### src/assert_macros.svh
// ----------------------------------------------------------------------------
// assert_macros.svh
// Concurrent assertion helpers used by the RTL.
// ----------------------------------------------------------------------------
`ifndef ASSERT_MACROS_SVH
`define ASSERT_MACROS_SVH

// checked only out of reset
`define ASSERT_ON(label, clk, rst_n, prop, msg) \
  label: assert property (@(posedge clk) disable iff (!rst_n) (prop)) else $error(msg);

// checked on every edge, reset included
`define ASSERT_ALWAYS(label, clk, prop, msg) \
  label: assert property (@(posedge clk) (prop)) else $error(msg);

`endif

### src/hrp_pkg.sv
// ----------------------------------------------------------------------------
// hrp_pkg
// Types and constants for the HSV to RGB pixel pipeline.
// ----------------------------------------------------------------------------
package hrp_pkg;

  localparam logic [8:0] HUE_MAX = 9'd360;
  localparam logic [6:0] PCT_MAX = 7'd100;
  localparam logic [7:0] LEVEL_MAX = 8'd255;

  // floor(x / D) as (x * M) >> K, exact over the whole input range
  localparam logic [15:0] FULL_RECIP = 16'd41944;      // D = 100,    x < 2^15
  localparam int          FULL_SHIFT = 22;
  localparam logic [22:0] LOW_RECIP  = 23'd6871948;    // D = 10000,  x < 2^22
  localparam int          LOW_SHIFT  = 36;
  localparam logic [28:0] MID_RECIP  = 29'd469124962;  // D = 600000, x < 2^28
  localparam int          MID_SHIFT  = 48;

  // 60 degree hue sectors
  typedef enum logic [2:0] {
    SEC_RED_YEL = 3'd0,
    SEC_YEL_GRN = 3'd1,
    SEC_GRN_CYN = 3'd2,
    SEC_CYN_BLU = 3'd3,
    SEC_BLU_MAG = 3'd4,
    SEC_MAG_RED = 3'd5
  } sector_t;

  // after the prepare stages
  typedef struct packed {
    sector_t     sector;
    logic [6:0]  nsat;    // 100 - s
    logic [12:0] term;    // 60*(100-s) + s*(60-d)
    logic [14:0] fv;      // 255 * v
  } prep_t;

  // after the scale stages
  typedef struct packed {
    sector_t    sector;
    logic [7:0] full;
    logic [7:0] mid;
    logic [7:0] low;
  } level_t;

endpackage

### src/hsv_to_rgb_pixel_unit.sv
// ----------------------------------------------------------------------------
// hsv_to_rgb_pixel_unit
// HSV pixel (degrees, percent, percent) to 8-bit RGB, five-stage pipeline.
// ----------------------------------------------------------------------------
// Takes one pixel per clock and carries each result through the registers
// of stages A to D and the output stage. Out-of-range inputs are clipped
// (hue to 360, saturation and brightness to 100). Two stages clip and form
// the narrow terms, two run the multipliers (numerators, then the reciprocal
// products for the exact floor divisions), the last routes levels to channels.
// Every stage holds its item when the next one is full, so back-pressure on
// the output costs no data; throughput stays at one pixel a cycle while
// out_ready is high.
`include "assert_macros.svh"

module hsv_to_rgb_pixel_unit (
  input  logic       clk,
  input  logic       rst_n,
  input  logic       in_valid,
  output logic       in_ready,
  input  logic [8:0] in_hue,
  input  logic [6:0] in_saturation,
  input  logic [6:0] in_brightness,
  output logic       out_valid,
  input  logic       out_ready,
  output logic [7:0] out_red,
  output logic [7:0] out_green,
  output logic [7:0] out_blue
);

  logic            prep_valid, prep_ready;
  hrp_pkg::prep_t  prep_data;
  logic            lvl_valid, lvl_ready;
  hrp_pkg::level_t lvl_data;
  logic            lvl_ordered;

  hrp_prep u_prep (
    .clk           (clk),
    .rst_n         (rst_n),
    .in_valid      (in_valid),
    .in_ready      (in_ready),
    .in_hue        (in_hue),
    .in_saturation (in_saturation),
    .in_brightness (in_brightness),
    .dn_valid      (prep_valid),
    .dn_ready      (prep_ready),
    .dn_data       (prep_data)
  );

  hrp_scale u_scale (
    .clk      (clk),
    .rst_n    (rst_n),
    .up_valid (prep_valid),
    .up_ready (prep_ready),
    .up_data  (prep_data),
    .dn_valid (lvl_valid),
    .dn_ready (lvl_ready),
    .dn_data  (lvl_data)
  );

  hrp_mux u_mux (
    .clk       (clk),
    .rst_n     (rst_n),
    .up_valid  (lvl_valid),
    .up_ready  (lvl_ready),
    .up_data   (lvl_data),
    .out_valid (out_valid),
    .out_ready (out_ready),
    .out_red   (out_red),
    .out_green (out_green),
    .out_blue  (out_blue)
  );

  assign lvl_ordered = (lvl_data.low <= lvl_data.mid) && (lvl_data.mid <= lvl_data.full);

  // a ready sink must open the whole pipe
  `ASSERT_ON(a_ready_chain, clk, rst_n, out_ready |-> in_ready, "pipe blocked with sink ready")
  // levels are ordered low <= mid <= full whatever the pixel
  `ASSERT_ON(a_level_order, clk, rst_n, lvl_valid |-> lvl_ordered, "level ordering broken")
  // reset empties the output stage
  `ASSERT_ALWAYS(a_reset_empty, clk, !rst_n |=> !out_valid, "output valid after reset")

endmodule

### src/hrp_prep.sv
// ----------------------------------------------------------------------------
// hrp_prep
// Two stages: clip inputs, find sector and hue distance; then form the
// narrow terms that feed the scale multipliers.
// ----------------------------------------------------------------------------
module hrp_prep (
  input  logic          clk,
  input  logic          rst_n,
  input  logic          in_valid,
  output logic          in_ready,
  input  logic [8:0]    in_hue,
  input  logic [6:0]    in_saturation,
  input  logic [6:0]    in_brightness,
  output logic          dn_valid,
  input  logic          dn_ready,
  output hrp_pkg::prep_t dn_data
);

  // stage A
  logic             va_r;
  hrp_pkg::sector_t sec_a_r, sec_a_nxt;
  logic [6:0]       s_a_r, s_a_nxt;
  logic [6:0]       v_a_r, v_a_nxt;
  logic [5:0]       d_a_r, d_a_nxt;
  logic             rdy_a;

  // stage B
  logic           vb_r;
  hrp_pkg::prep_t pb_r, pb_nxt;
  logic           rdy_b;

  logic [8:0] h;
  logic [6:0] hm;

  assign rdy_b    = !vb_r || dn_ready;
  assign rdy_a    = !va_r || rdy_b;
  assign in_ready = rdy_a;

  always_comb begin
    h       = (in_hue > hrp_pkg::HUE_MAX) ? hrp_pkg::HUE_MAX : in_hue;
    s_a_nxt = (in_saturation > hrp_pkg::PCT_MAX) ? hrp_pkg::PCT_MAX : in_saturation;
    v_a_nxt = (in_brightness > hrp_pkg::PCT_MAX) ? hrp_pkg::PCT_MAX : in_brightness;
    // hue 360 lands in the last sector
    if (h >= 9'd300) begin
      sec_a_nxt = hrp_pkg::SEC_MAG_RED;
    end else if (h >= 9'd240) begin
      sec_a_nxt = hrp_pkg::SEC_BLU_MAG;
    end else if (h >= 9'd180) begin
      sec_a_nxt = hrp_pkg::SEC_CYN_BLU;
    end else if (h >= 9'd120) begin
      sec_a_nxt = hrp_pkg::SEC_GRN_CYN;
    end else if (h >= 9'd60) begin
      sec_a_nxt = hrp_pkg::SEC_YEL_GRN;
    end else begin
      sec_a_nxt = hrp_pkg::SEC_RED_YEL;
    end
    // hue mod 120 (hue 360 gives 120)
    if (h >= 9'd240) begin
      hm = 7'(h - 9'd240);
    end else if (h >= 9'd120) begin
      hm = 7'(h - 9'd120);
    end else begin
      hm = h[6:0];
    end
    d_a_nxt = (hm >= 7'd60) ? 6'(hm - 7'd60) : 6'(7'd60 - hm);
  end

  always_comb begin
    pb_nxt.sector = sec_a_r;
    pb_nxt.nsat   = hrp_pkg::PCT_MAX - s_a_r;
    pb_nxt.term   = 13'(pb_nxt.nsat * 6'd60) + 13'(s_a_r * (6'd60 - d_a_r));
    pb_nxt.fv     = 15'(v_a_r * hrp_pkg::LEVEL_MAX);
  end

  always_ff @(posedge clk) begin
    if (!rst_n) begin
      va_r <= 1'b0;
      vb_r <= 1'b0;
    end else begin
      if (rdy_a) va_r <= in_valid;
      if (rdy_b) vb_r <= va_r;
    end
  end

  always_ff @(posedge clk) begin
    if (rdy_a && in_valid) begin
      sec_a_r <= sec_a_nxt;
      s_a_r   <= s_a_nxt;
      v_a_r   <= v_a_nxt;
      d_a_r   <= d_a_nxt;
    end
    if (rdy_b && va_r) begin
      pb_r <= pb_nxt;
    end
  end

  assign dn_valid = vb_r;
  assign dn_data  = pb_r;

endmodule

### src/hrp_scale.sv
// ----------------------------------------------------------------------------
// hrp_scale
// Two multiply stages: the level numerators, then the reciprocal products
// that stand in for the divisions by 100, 10000 and 600000.
// ----------------------------------------------------------------------------
module hrp_scale (
  input  logic           clk,
  input  logic           rst_n,
  input  logic           up_valid,
  output logic           up_ready,
  input  hrp_pkg::prep_t up_data,
  output logic           dn_valid,
  input  logic           dn_ready,
  output hrp_pkg::level_t dn_data
);

  // stage C: numerators
  logic             vc_r;
  hrp_pkg::sector_t sec_c_r;
  logic [21:0]      low_num_r, low_num_nxt;
  logic [27:0]      mid_num_r, mid_num_nxt;
  logic [30:0]      full_prod_r, full_prod_nxt;
  logic             rdy_c;

  // stage D: quotients
  logic            vd_r;
  hrp_pkg::level_t ld_r, ld_nxt;
  logic [44:0]     low_prod;
  logic [56:0]     mid_prod;
  logic            rdy_d;

  assign rdy_d    = !vd_r || dn_ready;
  assign rdy_c    = !vc_r || rdy_d;
  assign up_ready = rdy_c;

  always_comb begin
    low_num_nxt   = 22'(up_data.fv * up_data.nsat);
    mid_num_nxt   = 28'(up_data.fv * up_data.term);
    full_prod_nxt = 31'(up_data.fv * hrp_pkg::FULL_RECIP);
  end

  always_comb begin
    low_prod      = 45'(low_num_r * hrp_pkg::LOW_RECIP);
    mid_prod      = 57'(mid_num_r * hrp_pkg::MID_RECIP);
    ld_nxt.sector = sec_c_r;
    ld_nxt.full   = full_prod_r[hrp_pkg::FULL_SHIFT +: 8];
    ld_nxt.low    = low_prod[hrp_pkg::LOW_SHIFT +: 8];
    ld_nxt.mid    = mid_prod[hrp_pkg::MID_SHIFT +: 8];
  end

  always_ff @(posedge clk) begin
    if (!rst_n) begin
      vc_r <= 1'b0;
      vd_r <= 1'b0;
    end else begin
      if (rdy_c) vc_r <= up_valid;
      if (rdy_d) vd_r <= vc_r;
    end
  end

  always_ff @(posedge clk) begin
    if (rdy_c && up_valid) begin
      sec_c_r     <= up_data.sector;
      low_num_r   <= low_num_nxt;
      mid_num_r   <= mid_num_nxt;
      full_prod_r <= full_prod_nxt;
    end
    if (rdy_d && vc_r) begin
      ld_r <= ld_nxt;
    end
  end

  assign dn_valid = vd_r;
  assign dn_data  = ld_r;

endmodule

### src/hrp_mux.sv
// ----------------------------------------------------------------------------
// hrp_mux
// Output stage: routes full, mid and low onto red, green and blue by sector.
// ----------------------------------------------------------------------------
module hrp_mux (
  input  logic            clk,
  input  logic            rst_n,
  input  logic            up_valid,
  output logic            up_ready,
  input  hrp_pkg::level_t up_data,
  output logic            out_valid,
  input  logic            out_ready,
  output logic [7:0]      out_red,
  output logic [7:0]      out_green,
  output logic [7:0]      out_blue
);

  logic       vo_r;
  logic [7:0] red_r, red_nxt;
  logic [7:0] green_r, green_nxt;
  logic [7:0] blue_r, blue_nxt;

  assign up_ready = !vo_r || out_ready;

  always_comb begin
    case (up_data.sector)
      hrp_pkg::SEC_RED_YEL: begin
        red_nxt = up_data.full; green_nxt = up_data.mid;  blue_nxt = up_data.low;
      end
      hrp_pkg::SEC_YEL_GRN: begin
        red_nxt = up_data.mid;  green_nxt = up_data.full; blue_nxt = up_data.low;
      end
      hrp_pkg::SEC_GRN_CYN: begin
        red_nxt = up_data.low;  green_nxt = up_data.full; blue_nxt = up_data.mid;
      end
      hrp_pkg::SEC_CYN_BLU: begin
        red_nxt = up_data.low;  green_nxt = up_data.mid;  blue_nxt = up_data.full;
      end
      hrp_pkg::SEC_BLU_MAG: begin
        red_nxt = up_data.mid;  green_nxt = up_data.low;  blue_nxt = up_data.full;
      end
      default: begin
        red_nxt = up_data.full; green_nxt = up_data.low;  blue_nxt = up_data.mid;
      end
    endcase
  end

  always_ff @(posedge clk) begin
    if (!rst_n) begin
      vo_r <= 1'b0;
    end else if (up_ready) begin
      vo_r <= up_valid;
    end
  end

  always_ff @(posedge clk) begin
    if (up_ready && up_valid) begin
      red_r   <= red_nxt;
      green_r <= green_nxt;
      blue_r  <= blue_nxt;
    end
  end

  assign out_valid = vo_r;
  assign out_red   = red_r;
  assign out_green = green_r;
  assign out_blue  = blue_r;

endmodule
### config.mk
export PLATFORM = sky130hd
export DESIGN_NAME = hsv_to_rgb_pixel_unit
export DESIGN_NICKNAME = d
export VERILOG_FILES = /design/src/hrp_pkg.sv /design/src/hsv_to_rgb_pixel_unit.sv /design/src/hrp_prep.sv /design/src/hrp_scale.sv /design/src/hrp_mux.sv
export VERILOG_INCLUDE_DIRS = /design/src /design/src/src
export SDC_FILE = /design/constraint.sdc
export NUM_CORES = 2
export LEC_CHECK = 0
export ABC_AREA = 0
export BUFFER_PORTS_ARGS = -buffer_cell sky130_fd_sc_hd__buf_2
export CAP_MARGIN = 20
export CORE_MARGIN = 8
export CORE_UTILIZATION = 58
export CTS_CLUSTER_DIAMETER = 50
export DETAILED_ROUTE_END_ITERATION = 6
export GPL_ROUTABILITY_DRIVEN = 0
export GPL_TIMING_DRIVEN = 1
export PLACE_DENSITY_LB_ADDON = 0.1
export SLEW_MARGIN = 10
export SYNTH_ARGS = -nofsm -noshare
export SYNTH_HDL_FRONTEND = slang
export SYNTH_SLANG_ARGS = --single-unit
### constraint.sdc
create_clock -name clk -period 6.6 [get_ports clk]
set_clock_uncertainty 0.2 [all_clocks]
set_input_delay 0.33 -clock clk [delete_from_list [all_inputs] [get_ports clk]]
set_output_delay 0.33 -clock clk [all_outputs]
set_load 0.005 [all_outputs]
; Word level (Yosys, flattened, before mapping)
; Cells that the tools add are included.
[totals]
wordCells = 87
regBits = 197
output_inout_bits = 26
[op_classes]
eq_ne = 4
mux = 11
mul = 8
magnitude_cmp = 9
reduce_logical = 23
add_sub_neg = 7
[ops]
columns = cell, count
row1 = multiplier 28 x 28 -> 55 bit (second input constant), 1
row2 = one-hot mux 8 bit (2 select lines), 3
row3 = multiplier 22 x 21 -> 42 bit (second input constant), 1
row4 = multiplier 15 x 13 -> 28 bit, 1
row5 = multiplier 15 x 13 -> 27 bit (second input constant), 1
row6 = multiplier 15 x 7 -> 22 bit, 1
row7 = greater-or-equal comparator 9 x 8 -> 1 bit (second input constant), 2
row8 = multiplier 7 x 8 -> 15 bit (second input constant), 1
row9 = > comparator 7 bit (second input constant), 2
row10 = two-way mux 7 bit, 2
row11 = OR reduction 2 bit, 7
row12 = subtractor 7 bit (second input constant), 2
row13 = adder 13 bit, 1
row14 = multiplier 7 x 13 -> 13 bit, 1
row15 = multiplier 7 x 4 -> 11 bit (second input constant), 1
row16 = greater-or-equal comparator 9 x 6 -> 1 bit (second input constant), 1
row17 = greater-or-equal comparator 9 x 7 -> 1 bit (second input constant), 1
row18 = greater-or-equal comparator 9 bit (second input constant), 1
row19 = > comparator 9 bit (second input constant), 1
row20 = two-way mux 9 bit, 1
row21 = greater-or-equal comparator 7 x 6 -> 1 bit (second input constant), 1
row22 = subtractor 6 x 6 -> 7 bit (first input constant), 1
row23 = subtractor 7 bit (first input constant), 1
row24 = equality test 3 x 2 -> 1 bit (second input constant), 2
row25 = 11 further kinds, 25

; Depth between registers and ports, before layout
[logic_depth]
ltp_word = 7
ltp_mapped = 27

; Cells and area by module
; A second synthesis with hierarchy kept.
[unflattened]
hier_cells = 4560
area_unflattened_um2 = 44805.5
[modules_own_cells]
columns = mod, area_each_um2, n_inst, cells_each
row1 = hrp_scale, 36468.7, 1, 3742
row2 = hrp_prep, 6611.3, 1, 657
row3 = hrp_mux, 1725.4, 1, 161

; Least setup slack after synthesis
; Ideal clock, no wire load.
[synth_timing]
path_type = register -> register
startpoint = reg u_scale.mid_num_r[17]
endpoint = reg u_scale.ld_r (netlist bit u_scale.dn_data[15]) (data pin)
n_path_buf = 0
period_less_slack_ns = 6.452
path_slack_ns = 0.148
t_arrival_ns = 6.116
stages_incl_launch_ff = 21
setup_time_ns = 0.135
t_required_ns = 6.265
path_cell_list = edfxtp_1 -> inv_1 -> fa_1 -> fa_1 -> inv_1 -> fa_1 -> fa_1 -> fa_1 -> fa_1 -> inv_1 -> fa_1 -> inv_1 -> ha_1 -> a21oi_1 -> o21ai_0 -> a41oi_1 -> a21oi_1 -> a311oi_2 -> a21oi_1 -> or3_1 -> nand3_1
[synth_via]
elab_chain_cells = 1
[synth_lines]
columns = element, line_no
row1 = start: declaration, hrp_scale.sv:21  ; logic [27:0] mid_num_r, mid_num_nxt;
row2 = start signal: assignment, hrp_scale.sv:65  ; mid_num_r <= mid_num_nxt;
row3 = multiplier 28 x 28 -> 55 bit, hrp_scale.sv:44  ; mid_prod = 57'(mid_num_r * hrp_pkg::MID_RECIP);
row4 = net u_scale.mid_prod[55], hrp_scale.sv:29  ; logic [56:0] mid_prod;
row5 = end signal: assignment, hrp_scale.sv:69  ; ld_r <= ld_nxt;
row6 = end: declaration, hrp_scale.sv:27  ; hrp_pkg::level_t ld_r, ld_nxt;
; The timed path passes the listed nets, and every way through them passes these cells.
; A chain may end at the register's enable or synchronous reset.

; Worst setup path in the final report
[layout_timing]
startpoint = reg u_scale.mid_num_r[16]
endpoint = reg u_scale.ld_r (netlist bit u_scale.dn_data[15]) (data pin)
; Same word-level chain as after synthesis.

==> impl_summary.log <==
[metrics] Hold WS: 81.2 ps
[metrics] worst skew pair latency: 490 ps
[metrics] net count after synthesis: 5979
[metrics] fraction of the yosys area taken by sequential cells: 12.1%
[metrics] overall die height: 291 um
[metrics] proportion of synthesized flip-flops having asynchronous set or reset: 0%
[metrics] sort of element at the start of the critical path: flip-flop
[metrics] pin count of the biggest net entering global routing: 62
[metrics] Total Nets Final: roughly 6300
[metrics] count of mapped cells out of synthesis: 4399
[metrics] Critical Path Sink Type: flip-flop
[metrics] number of storage elements in the synthesis netlist: 178
[metrics] Clk Tree Root Cell: sky130_fd_sc_hd__clkbuf_16
[metrics] number of buffers between clock root and the deepest sink: 2
[metrics] H-tree depth: 4
[metrics] fraction of post-synthesis cell area in the top cell type by area: 37.5%
[metrics] final hold violations: 0
[metrics] total clock buffers created by CTS: 17
[metrics] area growth from synthesis to final layout: 10.5%
[metrics] Reg2Reg Capture Point: u_scale.dn_data[15]
[metrics] most used flip-flop cell after synthesis: sky130_fd_sc_hd__edfxtp_1
[metrics] Crit Reg-Reg Startpoint: u_scale.mid_num_r[16]
[metrics] top-level I/O count: 53
[metrics] result of the run: finished clean
[metrics] cell breakdown of the critical path: buf_6 -> fa_1 -> inv_1 -> fa_1 -> inv_1 -> fa_2 -> fa_1 -> fa_1 -> fa_1 -> inv_1 -> fa_1 -> inv_1 -> ha_2 -> and3_1 -> nand3_2 -> nor3_2 -> buf_4 -> a311oi_2 -> buf_4 -> a21oi_4 -> or3_1 -> nand3_1
[metrics] DRC violations left: 0
[metrics] die width: 291 um
[metrics] start point of the worst hold path: in_brightness[0]
[metrics] total of max-cap violations: 0
[metrics] count of vias placed by the detailed router: around 30000
[metrics] cell mode on critical path: sky130_fd_sc_hd__fa_1
[metrics] arrival time of the worst setup path: 6650 ps
[metrics] met3 usage: ~4.3%
[metrics] overall track demand over capacity in global routing: between 20% and 30%
[metrics] drt initial violations: 1697
[metrics] number of I/O port buffers: 52
[metrics] met1 usage in global routing: 35.6%
[metrics] share of final-layout standard cells stronger than drive strength 1: 10.2%
[metrics] Worst-Margin Slew: ~1100 ps
[metrics] Mapped Area: 0.0438 mm^2
[metrics] worst hold-check path type: in -> reg
[metrics] final global-route overflow total: 0
[metrics] total iterations of the first detailed-routing run: 5
[metrics] most common cell after layout, fill and taps aside: sky130_fd_sc_hd__inv_1
[metrics] sinks on the clock net: approximately 180
[metrics] initial antenna violation count: 0
[metrics] placed cell count: 5586
[metrics] initial cell density of the core: 58.7%
[metrics] crit path kind: reg -> reg
[metrics] Period Utilization, post-route: 98.5%
[metrics] total number of yosys warnings: 0
[metrics] largest area contributor in the synthesized netlist: sky130_fd_sc_hd__fa_1
[metrics] Worst Hold Path Cells: 2
[metrics] Rel. slew slack: ~28%
[metrics] count of pins over their slew limit: 0
[metrics] final critical path time including I/O delays and setup: around 6500 ps
[metrics] Std-Cell Core Area: 0.0746 mm^2
[metrics] highest attainable clock frequency: 0.154 GHz
[metrics] routed length per instance: ~19 um
[metrics] clock tree from TritonCTS: yes
[metrics] vias per cell: between 5 and 6
[metrics] wire length of the first global-routing pass: 170000 um
[metrics] FILL cells: 6162
[metrics] most crowded layer after global routing: met2
[metrics] placed wire-length estimate after detailed placement: around 93000 um
[metrics] met2 Usage GRT: 41.7%
[metrics] fraction of the core area covered by cells at the end of the flow: 64.9%
[metrics] syn_area_per_cell: 9.95 um^2
[metrics] Critical-path top delay cell: sky130_fd_sc_hd__fa_1
[metrics] antenna diode instance count: 0
[metrics] unrepaired setup endpoints after global routing: true
[metrics] final std cells w/o fill: between 5000 and 6000
[metrics] number of failing setup endpoints in the final timing report: 0
[metrics] number of library cell types mapped by synthesis: 80
[metrics] most frequent cells in the layout: sky130_fd_sc_hd__inv_1, sky130_fd_sc_hd__fa_1, sky130_fd_sc_hd__ha_1
[metrics] remaining number of nets flagged by the antenna check after routing: 0
[metrics] cell row count: 100
[metrics] clk slew on worst S/H paths: around 90 ps
[metrics] main area contributors after synthesis: sky130_fd_sc_hd__fa_1, sky130_fd_sc_hd__ha_1, sky130_fd_sc_hd__edfxtp_1, sky130_fd_sc_hd__inv_1, sky130_fd_sc_hd__nand2_1
[metrics] worst-case reg-to-reg path depth: 22
[metrics] via count of the first global-routing pass: 31865
[metrics] required time at the worst-slack endpoint: 6740 ps
[metrics] peak per-stage delay on the critical path: 560 ps
[metrics] DIE AREA: about 0.085 mm^2
[metrics] worst-path maximum fanout: 4
[metrics] number of enable-type register cells in the synthesized netlist: 173
[metrics] R2R Setup Slk: slightly below 100 ps
[metrics] wire length reported by the detailed router: about 110000 um
[metrics] capture endpoint of the worst hold path: u_prep.v_a_r[0]
==> Yosys cell counts, drive strengths merged (12+ instances only) <==
cell,count
nand2,306
a31oi,13
inv,1273
nor2b,19
xor2,37
nand4,15
o21bai,24
and3,20
mux2i,29
and2,127
o21a,22
nor3,20
a211oi,17
a21o,52
xnor2,110
nor2,81
o21ai,78
a21oi,139
o22ai,32
ha,732
clkbuf,79
nand3,41
fa,821
or3,12
edfxtp,173
==> cell families (layout without fill, tap and decap cells) <==
family,after synthesis,after routing,synth area share [%]
fa+ha+maj,1553,1553,58.5
flops,178,178,12.1
buf+inv,1360,1655,11.7
mux,30,30,0.697
xor+xnor,147,147,2.94
compound gates,455,455,6.78
simple gates,676,676,7.36
==> worst max-delay path: cells and delay by family, from the launching register on <==
kind / cells / cell delay (ps)
AND/OR/NAND/NOR: 5 / 880
buffers and inverters: 7 / 800
AO/OA/AOI/OAI: 2 / 330
flip-flops: 1 / 480
adder cells (fa/ha/maj): 8 / 3690
==> what timing repair did <==
action                                  in CTS  in global routing
cloned                                       0                  0
hold buffers                                17                  0
pin swaps                                   10                 78
buffers inserted                             4                 24
hold endpoints to repair                    19                  0
resized for setup                           25                 90
endpoints found under the setup margin       7                 19
==> layout make-up <==
class	count	area, um^2	area share [%]
repair buffers	349	2570	5.31
clock buffers	19	475	0.983
inverters	1274	4790	9.90
multi-input cells	2861	33900	70.0
well taps	969	1210	2.51
flip-flops and latches	178	5300	10.9
clock inverters	13	153	0.316
==> flip-flops by register name, summed over array words and instances (netlist names) <==
| register | flops |
|---|---|
| u_prep.d_a_r | 6 |
| u_scale.sec_c_r | 3 |
| u_prep.v_a_r | 7 |
| u_scale.low_num_r | 22 |
| u_mux.out_green | 8 |
| u_scale.vc_r | 1 |
| u_prep.va_r | 1 |
| u_scale.dn_valid | 1 |
| u_mux.out_valid | 1 |
| u_prep.s_a_r | 7 |
| u_prep.dn_data | 38 |
| u_scale.full_prod_r | 8 |
| u_prep.dn_valid | 1 |
| u_mux.out_blue | 8 |
| u_scale.dn_data | 27 |
| u_mux.out_red | 8 |
| u_scale.mid_num_r | 28 |
| u_prep.sec_a_r | 3 |
==> metal layers <==
metal,share of wire [%],wire (um)
met1,45,47500
met2,47,49700
met3,6.3,6680
met4,1.7,1780
met5,0,0
==> metrics by stage <==
step                instance area [um^2]  setup WS, ps  TNS [ps]
CTS                                47800          2.51         0
finish                             48400          96.0         0
floorplan                          43800           148         0
global route                       48400         -92.3      -357
global placement                   46900         -97.9      -345
detailed placement                 46900          -152      -540
==> how the worst max path moves through the flow <==
stage,start,end,slack (ps),cells past startpoint
CTS,u_scale.mid_num_r[5],u_scale.dn_data[15],3,26
finish,u_scale.mid_num_r[16],u_scale.dn_data[15],100,22
detailed placement,u_scale.mid_num_r[7],u_scale.dn_data[14],-150,23
floorplan,u_scale.mid_num_r[17],u_scale.dn_data[15],150,20
global placement,u_scale.mid_num_r[12],u_scale.dn_data[13],-100,22
global route,u_scale.mid_num_r[16],u_scale.dn_data[15],-90,21
Power is left out: the tool's default activity adds up to more than one toggle a clock period on the data nets, which glitch-free logic cannot reach.
